File: src/hdl/tlnf_pkg.sv
// ----------------------------------------------------------------------------
// tlnf_pkg
// Shared types and character constants for the text line number filter.
// ----------------------------------------------------------------------------
package tlnf_pkg;

    localparam int CFG_ADDR_W  = 5;
    localparam int CFG_DATA_W  = 32;
    localparam int QUEUE_DEPTH = 2;

    localparam logic [7:0] CH_NL     = 8'h0a;
    localparam logic [7:0] CH_TAB    = 8'h09;
    localparam logic [7:0] CH_DOLLAR = 8'h24;
    localparam logic [7:0] CH_CARET  = 8'h5e;
    localparam logic [7:0] CH_I      = 8'h49;
    localparam logic [7:0] CH_SPACE  = 8'h20;
    localparam logic [7:0] CH_ZERO   = 8'h30;
    localparam logic [7:0] CTRL_MAX  = 8'd31;
    localparam logic [7:0] CH_DEL    = 8'd127;
    localparam logic [7:0] CARET_OFS = 8'd64;

    localparam logic [1:0] BLANK_SAT = 2'd3;
    localparam logic [1:0] BLANK_SQZ = 2'd2;
    localparam logic [3:0] DIGIT_MAX = 4'd9;

    typedef enum logic [2:0] {
        REG_NUMBER_NONBLANK = 3'd0,
        REG_NUMBER_ALL      = 3'd1,
        REG_SQUEEZE_BLANK   = 3'd2,
        REG_SHOW_ENDS       = 3'd3,
        REG_SHOW_TABS       = 3'd4,
        REG_SHOW_NONPRINT   = 3'd5
    } cfg_idx_t;

    typedef struct packed {
        logic number_nonblank;
        logic number_all;
        logic squeeze_blank;
        logic show_ends;
        logic show_tabs;
        logic show_nonprint;
    } cfg_t;

    // one queued job: what the back end has to emit for one input byte
    typedef struct packed {
        logic       num;
        logic       dollar;
        logic [1:0] tail_len;
        logic [7:0] tail0;
        logic [7:0] tail1;
    } desc_t;

endpackage

File: src/hdl/tlnf_in_if.sv
// ----------------------------------------------------------------------------
// tlnf_in_if
// Raw text byte channel, valid/ready handshake.
// ----------------------------------------------------------------------------
interface tlnf_in_if;
    logic       valid;
    logic       ready;
    logic [7:0] in_byte;

    modport source (output valid, output in_byte, input ready);
    modport sink   (input valid, input in_byte, output ready);
endinterface

File: src/hdl/tlnf_out_if.sv
// ----------------------------------------------------------------------------
// tlnf_out_if
// Filtered text byte channel, valid/ready handshake.
// ----------------------------------------------------------------------------
interface tlnf_out_if;
    logic       valid;
    logic       ready;
    logic [7:0] out_byte;
    logic       run_end;

    modport source (output valid, output out_byte, output run_end, input ready);
    modport sink   (input valid, input out_byte, input run_end, output ready);
endinterface

File: src/hdl/text_line_number_filter.sv
// ----------------------------------------------------------------------------
// text_line_number_filter
// Streaming text filter: line numbers, blank squeezing, visible ends, tabs
// and control bytes.
// ----------------------------------------------------------------------------
// One raw byte is taken per cycle while the two-entry job queue has room; the
// front end classifies it and updates the line counter in that same cycle.
// The back end emits one output word per cycle unless the output port stalls;
// a byte yields one word for plain text, two for caret forms, and up to
// NUMBER_COLUMNS+3 when a line number opens the line (nine at the default).
// Squeezed blank lines produce nothing and push no job. Output words reach the
// port in the cycle after the back end picks them, through a registered stage.
// Sustained throughput is set by the output port at one byte per cycle while
// it is ready. Registers sit on the APB port at byte addresses 0, 4, .. 20;
// the user must write them only while the block is idle (not enforced).
// ----------------------------------------------------------------------------
module text_line_number_filter
    import tlnf_pkg::*;
#(
    parameter int NUMBER_COLUMNS = 6
) (
    input  logic                    clk,
    input  logic                    rst_n,
    input  logic                    psel,
    input  logic                    penable,
    input  logic                    pwrite,
    input  logic [CFG_ADDR_W-1:0]   paddr,
    input  logic [CFG_DATA_W-1:0]   pwdata,
    output logic [CFG_DATA_W-1:0]   prdata,
    output logic                    pready,
    tlnf_in_if.sink                 raw,
    tlnf_out_if.source              filtered
);

    localparam int QW    = $bits(desc_t) + 8 * NUMBER_COLUMNS;
    localparam int CNT_W = $clog2(QUEUE_DEPTH + 1);

    cfg_t                        cfg_reg, cfg_next;
    logic                        cfg_wr;
    logic                        rd_bit;

    logic                        push, pop, q_full, q_valid;
    desc_t                       push_desc, head_desc;
    logic [8*NUMBER_COLUMNS-1:0] push_chars, head_chars;
    logic [CNT_W-1:0]            q_count;

    assign pready = 1'b1;
    assign cfg_wr = psel && penable && pwrite && pready;

    always_comb
    begin
        cfg_next = cfg_reg;
        rd_bit   = 1'b0;
        unique case (cfg_idx_t'(paddr[4:2]))
            REG_NUMBER_NONBLANK:
            begin
                cfg_next.number_nonblank = pwdata[0];
                rd_bit = cfg_reg.number_nonblank;
            end
            REG_NUMBER_ALL:
            begin
                cfg_next.number_all = pwdata[0];
                rd_bit = cfg_reg.number_all;
            end
            REG_SQUEEZE_BLANK:
            begin
                cfg_next.squeeze_blank = pwdata[0];
                rd_bit = cfg_reg.squeeze_blank;
            end
            REG_SHOW_ENDS:
            begin
                cfg_next.show_ends = pwdata[0];
                rd_bit = cfg_reg.show_ends;
            end
            REG_SHOW_TABS:
            begin
                cfg_next.show_tabs = pwdata[0];
                rd_bit = cfg_reg.show_tabs;
            end
            REG_SHOW_NONPRINT:
            begin
                cfg_next.show_nonprint = pwdata[0];
                rd_bit = cfg_reg.show_nonprint;
            end
            default:
            begin
                cfg_next = cfg_reg;
                rd_bit   = 1'b0;
            end
        endcase
    end

    assign prdata = {{(CFG_DATA_W-1){1'b0}}, rd_bit};

    always_ff @(posedge clk or negedge rst_n)
    begin
        if (!rst_n)
        begin
            cfg_reg <= '0;
        end
        else if (cfg_wr)
        begin
            cfg_reg <= cfg_next;
        end
    end

    tlnf_front #(
        .NUMBER_COLUMNS (NUMBER_COLUMNS)
    ) u_front (
        .clk       (clk),
        .rst_n     (rst_n),
        .cfg       (cfg_reg),
        .raw       (raw),
        .q_full    (q_full),
        .push      (push),
        .desc      (push_desc),
        .num_chars (push_chars)
    );

    tlnf_queue #(
        .WIDTH (QW)
    ) u_queue (
        .clk        (clk),
        .rst_n      (rst_n),
        .push       (push),
        .push_data  ({push_desc, push_chars}),
        .pop        (pop),
        .full       (q_full),
        .head_valid (q_valid),
        .head_data  ({head_desc, head_chars}),
        .count      (q_count)
    );

    tlnf_back #(
        .NUMBER_COLUMNS (NUMBER_COLUMNS)
    ) u_back (
        .clk        (clk),
        .rst_n      (rst_n),
        .head_valid (q_valid),
        .desc       (head_desc),
        .num_chars  (head_chars),
        .pop        (pop),
        .filtered   (filtered)
    );

    // queue never holds more jobs than it has entries
    a_queue_bound: assert property (@(posedge clk) disable iff (!rst_n)
        q_count <= CNT_W'(QUEUE_DEPTH))
        else $error("job queue count out of range");

    // a job retires only from a non-empty queue
    a_pop_valid: assert property (@(posedge clk) disable iff (!rst_n)
        pop |-> q_valid)
        else $error("pop from empty job queue");

    // a word that is not the last of its run leaves its job still queued
    a_run_pending: assert property (@(posedge clk) disable iff (!rst_n)
        (filtered.valid && filtered.ready && !filtered.run_end) |-> q_valid)
        else $error("run ended without run_end word");

    // the job at the head keeps its contents until it retires
    a_head_stable: assert property (@(posedge clk) disable iff (!rst_n)
        (q_valid && !pop) |=> (q_valid && $stable(head_desc)))
        else $error("job queue head changed before retire");

endmodule

File: src/hdl/tlnf_front.sv
// ----------------------------------------------------------------------------
// tlnf_front
// Accepts raw bytes, tracks line state and the decimal line counter, and
// builds one job per byte that produces output.
// ----------------------------------------------------------------------------
module tlnf_front
    import tlnf_pkg::*;
#(
    parameter int NUMBER_COLUMNS = 6
) (
    input  logic                          clk,
    input  logic                          rst_n,
    input  cfg_t                          cfg,
    tlnf_in_if.sink                       raw,
    input  logic                          q_full,
    output logic                          push,
    output desc_t                         desc,
    output logic [8*NUMBER_COLUMNS-1:0]   num_chars
);

    logic                 after_nl_reg, after_nl_next;
    logic [1:0]           blank_run_reg, blank_run_next;
    logic [3:0]           digits_reg  [NUMBER_COLUMNS];
    logic [3:0]           digits_next [NUMBER_COLUMNS];

    logic                 accept;
    logic                 nl;
    logic                 squeezed;
    logic [7:0]           c;

    assign raw.ready = !q_full;
    assign accept    = raw.valid && raw.ready;
    assign c         = raw.in_byte;
    assign nl        = (c == CH_NL);

    always_comb
    begin
        if (nl && after_nl_reg)
        begin
            blank_run_next = (blank_run_reg == BLANK_SAT) ? BLANK_SAT
                                                          : blank_run_reg + 2'd1;
        end
        else
        begin
            blank_run_next = 2'd0;
        end
        squeezed      = cfg.squeeze_blank && (blank_run_next >= BLANK_SQZ);
        after_nl_next = nl;
    end

    // job descriptor
    always_comb
    begin
        desc = '0;
        if (cfg.number_nonblank)
        begin
            desc.num = !nl && after_nl_reg;
        end
        else
        begin
            desc.num = cfg.number_all && after_nl_reg && !squeezed;
        end
        desc.dollar = cfg.show_ends && nl && !squeezed;

        if (cfg.show_tabs && (c == CH_TAB))
        begin
            desc.tail_len = 2'd2;
            desc.tail0    = CH_CARET;
            desc.tail1    = CH_I;
        end
        else if (cfg.show_nonprint && !nl && (c != CH_TAB) && (c <= CTRL_MAX))
        begin
            desc.tail_len = 2'd2;
            desc.tail0    = CH_CARET;
            desc.tail1    = c + CARET_OFS;
        end
        else if (cfg.show_nonprint && (c == CH_DEL))
        begin
            desc.tail_len = 2'd2;
            desc.tail0    = CH_CARET;
            desc.tail1    = c - CARET_OFS;
        end
        else if (!squeezed)
        begin
            desc.tail_len = 2'd1;
            desc.tail0    = c;
        end
    end

    assign push = accept && (desc.num || desc.dollar || (desc.tail_len != 2'd0));

    // line number text, most significant column first, leading zeros blanked
    always_comb
    begin
        logic leading;
        leading = 1'b1;
        for (int k = 0; k < NUMBER_COLUMNS; k++)
        begin
            if ((digits_reg[NUMBER_COLUMNS-1-k] != 4'd0) || (k == NUMBER_COLUMNS - 1))
            begin
                leading = 1'b0;
            end
            num_chars[8*k +: 8] = leading ? CH_SPACE
                                          : (CH_ZERO + {4'd0, digits_reg[NUMBER_COLUMNS-1-k]});
        end
    end

    // decimal increment, holds at all nines
    always_comb
    begin
        logic carry;
        logic full;
        carry = 1'b1;
        full  = 1'b1;
        for (int i = 0; i < NUMBER_COLUMNS; i++)
        begin
            if (digits_reg[i] != DIGIT_MAX)
            begin
                full = 1'b0;
            end
        end
        for (int i = 0; i < NUMBER_COLUMNS; i++)
        begin
            digits_next[i] = digits_reg[i];
            if (carry && !full)
            begin
                digits_next[i] = (digits_reg[i] == DIGIT_MAX) ? 4'd0 : digits_reg[i] + 4'd1;
            end
            carry = carry && (digits_reg[i] == DIGIT_MAX);
        end
    end

    always_ff @(posedge clk or negedge rst_n)
    begin
        if (!rst_n)
        begin
            after_nl_reg  <= 1'b1;
            blank_run_reg <= 2'd0;
            for (int i = 0; i < NUMBER_COLUMNS; i++)
            begin
                digits_reg[i] <= (i == 0) ? 4'd1 : 4'd0;
            end
        end
        else if (accept)
        begin
            after_nl_reg  <= after_nl_next;
            blank_run_reg <= blank_run_next;
            if (desc.num)
            begin
                for (int i = 0; i < NUMBER_COLUMNS; i++)
                begin
                    digits_reg[i] <= digits_next[i];
                end
            end
        end
    end

endmodule

File: src/hdl/tlnf_queue.sv
// ----------------------------------------------------------------------------
// tlnf_queue
// Short job queue between the front and back ends.
// ----------------------------------------------------------------------------
module tlnf_queue
    import tlnf_pkg::*;
#(
    parameter int WIDTH = 8
) (
    input  logic                                  clk,
    input  logic                                  rst_n,
    input  logic                                  push,
    input  logic [WIDTH-1:0]                      push_data,
    input  logic                                  pop,
    output logic                                  full,
    output logic                                  head_valid,
    output logic [WIDTH-1:0]                      head_data,
    output logic [$clog2(QUEUE_DEPTH+1)-1:0]      count
);

    localparam int PTR_W = (QUEUE_DEPTH > 1) ? $clog2(QUEUE_DEPTH) : 1;
    localparam int CNT_W = $clog2(QUEUE_DEPTH + 1);

    logic [WIDTH-1:0] entry_reg [QUEUE_DEPTH];
    logic [PTR_W-1:0] wr_ptr_reg, rd_ptr_reg;
    logic [CNT_W-1:0] count_reg;

    function automatic logic [PTR_W-1:0] ptr_inc(input logic [PTR_W-1:0] p);
        return (p == PTR_W'(QUEUE_DEPTH - 1)) ? '0 : p + PTR_W'(1);
    endfunction

    assign full       = (count_reg == CNT_W'(QUEUE_DEPTH));
    assign head_valid = (count_reg != '0);
    assign head_data  = entry_reg[rd_ptr_reg];
    assign count      = count_reg;

    always_ff @(posedge clk)
    begin
        if (push)
        begin
            entry_reg[wr_ptr_reg] <= push_data;
        end
    end

    always_ff @(posedge clk or negedge rst_n)
    begin
        if (!rst_n)
        begin
            wr_ptr_reg <= '0;
            rd_ptr_reg <= '0;
            count_reg  <= '0;
        end
        else
        begin
            if (push)
            begin
                wr_ptr_reg <= ptr_inc(wr_ptr_reg);
            end
            if (pop)
            begin
                rd_ptr_reg <= ptr_inc(rd_ptr_reg);
            end
            if (push && !pop)
            begin
                count_reg <= count_reg + CNT_W'(1);
            end
            else if (pop && !push)
            begin
                count_reg <= count_reg - CNT_W'(1);
            end
        end
    end

endmodule

File: src/hdl/tlnf_back.sv
// ----------------------------------------------------------------------------
// tlnf_back
// Expands the job at the queue head into output words, one byte per cycle
// while the output is not stalled, through a registered output stage.
// ----------------------------------------------------------------------------
module tlnf_back
    import tlnf_pkg::*;
#(
    parameter int NUMBER_COLUMNS = 6
) (
    input  logic                          clk,
    input  logic                          rst_n,
    input  logic                          head_valid,
    input  desc_t                         desc,
    input  logic [8*NUMBER_COLUMNS-1:0]   num_chars,
    output logic                          pop,
    tlnf_out_if.source                    filtered
);

    localparam int PW = $clog2(NUMBER_COLUMNS + 5);

    logic [PW-1:0] pos_reg;
    logic [PW-1:0] num_len, pre_len, total_len;
    logic          last;
    logic          adv;
    logic [7:0]    sel_byte;
    logic [7:0]    digit_char;

    logic          out_valid_reg;
    logic [7:0]    out_byte_reg;
    logic          run_end_reg;

    assign num_len   = desc.num ? PW'(NUMBER_COLUMNS + 1) : '0;
    assign pre_len   = num_len + PW'(desc.dollar);
    assign total_len = pre_len + PW'(desc.tail_len);
    assign last      = ((pos_reg + PW'(1)) == total_len);

    assign adv = head_valid && (!out_valid_reg || filtered.ready);
    assign pop = adv && last;

    always_comb
    begin
        digit_char = CH_SPACE;
        for (int k = 0; k < NUMBER_COLUMNS; k++)
        begin
            if (pos_reg == PW'(k))
            begin
                digit_char = num_chars[8*k +: 8];
            end
        end
    end

    always_comb
    begin
        if (pos_reg < num_len)
        begin
            sel_byte = (pos_reg < PW'(NUMBER_COLUMNS)) ? digit_char : CH_TAB;
        end
        else if (pos_reg < pre_len)
        begin
            sel_byte = CH_DOLLAR;
        end
        else if (pos_reg == pre_len)
        begin
            sel_byte = desc.tail0;
        end
        else
        begin
            sel_byte = desc.tail1;
        end
    end

    always_ff @(posedge clk or negedge rst_n)
    begin
        if (!rst_n)
        begin
            pos_reg       <= '0;
            out_valid_reg <= 1'b0;
        end
        else
        begin
            if (adv)
            begin
                out_valid_reg <= 1'b1;
                pos_reg       <= last ? '0 : pos_reg + PW'(1);
            end
            else if (filtered.ready)
            begin
                out_valid_reg <= 1'b0;
            end
        end
    end

    always_ff @(posedge clk)
    begin
        if (adv)
        begin
            out_byte_reg <= sel_byte;
            run_end_reg  <= last;
        end
    end

    assign filtered.valid    = out_valid_reg;
    assign filtered.out_byte = out_byte_reg;
    assign filtered.run_end  = run_end_reg;

endmodule

File: src/flat_wrapper.sv
// flat-port wrapper written by rule: the top's interface ports become plain ports
module text_line_number_filter_flat import tlnf_pkg::*;
#(
    parameter int NUMBER_COLUMNS = 6
)
  (clk, rst_n, psel, penable, pwrite, paddr, pwdata, prdata, pready, raw_valid, raw_in_byte, raw_ready, filtered_valid, filtered_out_byte, filtered_run_end, filtered_ready);
  tlnf_in_if raw_i ();
  tlnf_out_if filtered_i ();
  input  logic clk;
  input  logic rst_n;
  input  logic psel;
  input  logic penable;
  input  logic pwrite;
  input  logic [CFG_ADDR_W-1:0] paddr;
  input  logic [CFG_DATA_W-1:0] pwdata;
  output logic [CFG_DATA_W-1:0] prdata;
  output logic pready;
  input wire logic [$bits(raw_i.valid)-1:0] raw_valid;
  input wire logic [$bits(raw_i.in_byte)-1:0] raw_in_byte;
  output wire logic [$bits(raw_i.ready)-1:0] raw_ready;
  output wire logic [$bits(filtered_i.valid)-1:0] filtered_valid;
  output wire logic [$bits(filtered_i.out_byte)-1:0] filtered_out_byte;
  output wire logic [$bits(filtered_i.run_end)-1:0] filtered_run_end;
  input wire logic [$bits(filtered_i.ready)-1:0] filtered_ready;
  assign raw_i.valid = raw_valid;
  assign raw_i.in_byte = raw_in_byte;
  assign raw_ready = raw_i.ready;
  assign filtered_valid = filtered_i.valid;
  assign filtered_out_byte = filtered_i.out_byte;
  assign filtered_run_end = filtered_i.run_end;
  assign filtered_i.ready = filtered_ready;
  text_line_number_filter #(.NUMBER_COLUMNS(NUMBER_COLUMNS)) u_core (.clk(clk), .rst_n(rst_n), .psel(psel), .penable(penable), .pwrite(pwrite), .paddr(paddr), .pwdata(pwdata), .prdata(prdata), .pready(pready), .raw(raw_i), .filtered(filtered_i));
endmodule
File: config.mk
export PLATFORM = sky130hd
export DESIGN_NAME = text_line_number_filter_flat
export DESIGN_NICKNAME = d
export VERILOG_FILES = /design/src/hdl/tlnf_pkg.sv /design/src/hdl/tlnf_in_if.sv /design/src/hdl/tlnf_out_if.sv /design/src/hdl/text_line_number_filter.sv /design/src/hdl/tlnf_front.sv /design/src/hdl/tlnf_queue.sv /design/src/hdl/tlnf_back.sv /design/src/flat_wrapper.sv
export SDC_FILE = /design/constraint.sdc
export NUM_CORES = 1
export LEC_CHECK = 0
export BUFFER_PORTS_ARGS = -buffer_cell sky130_fd_sc_hd__buf_2
export CORE_MARGIN = 4
export CORE_UTILIZATION = 60
export CTS_BUF_LIST = sky130_fd_sc_hd__clkbuf_16
export DETAILED_ROUTE_END_ITERATION = 12
export HOLD_SLACK_MARGIN = 0.15
export PLACE_DENSITY = 0.83
export RECOVER_POWER = 100
export SLEW_MARGIN = 20
export SYNTH_ARGS = -nofsm -noshare
export SYNTH_HDL_FRONTEND = slang
export SYNTH_HIERARCHICAL = 1
export SYNTH_SLANG_ARGS = --single-unit
File: constraint.sdc
create_clock -name clk -period 5.29 [get_ports clk]
set_input_delay 0.2645 -clock clk [delete_from_list [all_inputs] [get_ports clk]]
set_output_delay 0.2645 -clock clk [all_outputs]
set_load 0.05 [all_outputs]
==> results.sh <==
export IMPL_run_status="finished, violations left"
export IMPL_violated_checks="capacitance limit, slew limit"
export IMPL_initial_core_utilization_pct=61.3
export IMPL_critical_path_reg2reg_endpoint="u_core/u_queue/entry_reg[0][13]"
export IMPL_crit_path_max_fanout=32
export IMPL_numCtsBuffers=17
export IMPL_grt_max_degree=43
export IMPL_final_cell_mix="edfxtp_1, mux2_2, conb_1"
export IMPL_cts_htree_levels=4
export IMPL_slew_of_the_pin_with_the_lowest_slew_margin_ns=2.33
export IMPL_drt_drc_violations_left=0
export IMPL_synth_area_per_cell_um2=13.0
export IMPL_power_static_leakage_nw=3.81
export IMPL_timing_clock_skew_ns=0.0115
export IMPL_wl_per_cell_um=18.3
export IMPL_worst_setup_path_type="reg -> reg"
export IMPL_number_of_antenna_violations_at_the_first_check_in_global_routing=0
export IMPL_ys_types=71
export IMPL_hold_viol=0
export IMPL_clkSlewWorstSetupHoldPaths_ns=0.07
export IMPL_grtUsageTotal_pct=20.3
export IMPL_hold_path_startpoint="raw_in_byte[3]"
export IMPL_synth_edff_count=145
export IMPL_commonest_non_fill_non_tap_cell_in_the_layout="edfxtp_1"
export IMPL_report_final_slew_viol_count=128
export IMPL_ioPinCount=96
export IMPL_clk_root_buffer_cell="clkbuf_16"
export IMPL_vdd_ir_drop_worst_mv=0.362
export IMPL_post_route_cells_drive_above_1_share_pct=17.9
export IMPL_postRouteAntennaNets=0
export IMPL_row_count=45
export IMPL_vias_per_cell=5.89
export IMPL_area_delta_synth_final_pct=5.86
export IMPL_first_iter_violations=568
export IMPL_crit_path_end_kind="flip-flop"
export IMPL_total_gr_overflow=0
export IMPL_global_route_wire_length_before_repair_mm=28.2
export IMPL_die_footprint_mm2=0.0176
export IMPL_synth_warnings=6
export IMPL_post_route_period_util_pct=83.2
export IMPL_fp_coreArea_mm2=0.0153
export IMPL_critPathRequiredTime_ns=5.31
export IMPL_filler_cells_inserted=1071
export IMPL_totalWireLength_mm=17.4
export IMPL_max_cap_violations=4
export IMPL_placement_io_buffers=30
export IMPL_cts_root_to_sink_buffers=2
export IMPL_rsz0062_at_grt="no"
export IMPL_final_setup_tns_ns=0
export IMPL_yosys_most_used_dff="edfxtp_1"
export IMPL_die_y_um=133
export IMPL_globalplace_congestion=0.805
export IMPL_hold_end="u_core/u_queue/entry_reg[0][59]"
export IMPL_syn_area_mm2=0.00935
export IMPL_timing_reg2reg_setup_slack_ns=0.89
export IMPL_detailedPlacementHpwl_mm=11.6
export IMPL_place_worst_setup_slack_ns=1.36
export IMPL_whs_path_depth=3
export IMPL_grt_pass1_vias=5675
export IMPL_critical_path_reg2reg_startpoint="u_core/u_queue/count[1]"
export IMPL_ff2ff_path_depth=5
export IMPL_worst_hold_path_type="in -> reg"
export IMPL_diodes=0
export IMPL_cp_startpoint="u_core/u_queue/count[1]"
export IMPL_tritoncts_clock_tree="built"
export IMPL_slew_headroom_pct=-55.5
export IMPL_worstSkewPairLatency_ns=0.44
export IMPL_drt_first_pass_iters=6
export IMPL_cp_start_kind="flip-flop"
export IMPL_post_layout_nets=801
export IMPL_ys_seq_area_share_pct=57.8
export IMPL_fmaxAchievable_mhz=227
export IMPL_vias=5610
export IMPL_synth_seq_cells=187
export IMPL_largest_register_ff_count=136
export IMPL_post_cts_setup_buffers=0
export IMPL_synthesis_instances=720
export IMPL_setup_violations=0
export IMPL_chipWidth_um=133
export IMPL_tritoncts_num_sinks=187
export IMPL_p_per_area_mw_per_mm2=531
export IMPL_layout_min_cycle_time_ns=4.40
export IMPL_worst_slack_ns=0.891
export IMPL_worst_ep_arrival_time_ns=4.42
export IMPL_async_set_reset_flop_share_out_of_synthesis_pct=22.5
## what timing repair did
item | CTS | global route
endpoints found under the hold margin | 46 | 0
gates resized for setup | 0 | 0
hold buffers | 3 | 0
## per-layer routing
| layer | track usage [%] | up-vias | wire, um |
|---|---|---|---|
| li1 | - | 2540 | - |
| met1 | 26.0 | 2755 | 6990 |
| met2 | 33.5 | 265 | 8770 |
| met3 | 4.83 | 50 | 1170 |
| met4 | 8.14 | 0 | 512 |
| met5 | 0 | - | 0 |
## worst max-delay path by stage
stage,to,cells past startpoint
6_report,u_core/u_queue/entry_reg[0][13],5
3_5_place_dp,u_core/u_queue/count[1],15
5_1_grt,u_core/u_queue/entry_reg[0][31],8
4_1_cts,u_core/u_queue/count[1],15
3_3_place_gp,u_core/u_queue/count[1],15
2_1_floorplan,u_core/u_queue/entry_reg[0][0],6
## per-stage QoR
| stage | util, % | hold slack (ns) | power [mW] | instances | instance area [um2] |
|---|---|---|---|---|---|
| after CTS | 65.4 | 0.164 | 5.30 | 953 | 9980 |
| final | 64.9 | 0.178 | 5.26 | 953 | 9900 |
| after floorplan | - | -0.0311 | 3.64 | 767 | 9530 |
| after global placement | 61.5 | 0.363 | 3.95 | 918 | 9380 |
| after detailed placement | 61.5 | 0.380 | 4.04 | 918 | 9380 |
| after global routing | 64.9 | 0.183 | 5.53 | 953 | 9900 |
## area by class of cell
class                      count  area, um2  share of cell area, %
sequential                   187       5410                   54.7
tap                          211        264                   2.67
clock buffer                  18        450                   4.55
clock inverter                14        126                   1.28
timing repair buffer          40        195                   1.97
inverter                      35        131                   1.33
multi-input combinational    448       3320                   33.6
## power breakdown
part,internal (mW),switching (mW)
clock,0.716,0.519
combinational,0.715,1.22
sequential,1.97,0.122
## synth_stat cells, drive strengths merged (3+ instances only)
library cell  count  area [um2]
edfxtp          145        4350
mux2             80         942
buf              73         534
dfrtp            40        1000
nand2            38         150
inv              35         131
nor2             28         105
clkbuf           24        91.3
a21oi            23         115
ha               19         238
nor2b            18         113
xnor2            16         140
nand3            15        75.1
nand2b           14        87.6
and2             11        68.8
mux2i            10         100
xor2              9        78.8
a221oi            8        70.1
o21ai             8        40.0
a21o              7        55.1
and3              7        43.8
nor4              7        58.8
nor3              6        30.0
a221o             5        50.1
nand4             5        31.3
o211ai            5        42.5
a211oi            4        42.5
conb              4        15.0
nor3b             4        41.3
o31ai             4        30.0
o32ai             4        35.0
a31oi             3        18.8
nand4b            3        26.3
nor4b             3        32.5
## kinds of logic after synthesis
logic type                 synth area share (%)
adders and majority gates                  2.76
other                                     0.161
AOI/OAI and AO/OA                          6.80
and+or+nand+nor                            10.6
buffers and inverters                      8.10
xor gates and xnor gates                   2.34
muxes                                      11.4
DFF                                        57.8
## critical path: stages (launching register included)
cell	delay (ns)
dfrtp_1	0.40
nor2b_1	0.16
nand2b_1	0.26
a21oi_1	0.36
nor2b_1	1.37
clkbuf_1	1.42
Power figures use the tool's default switching activity.
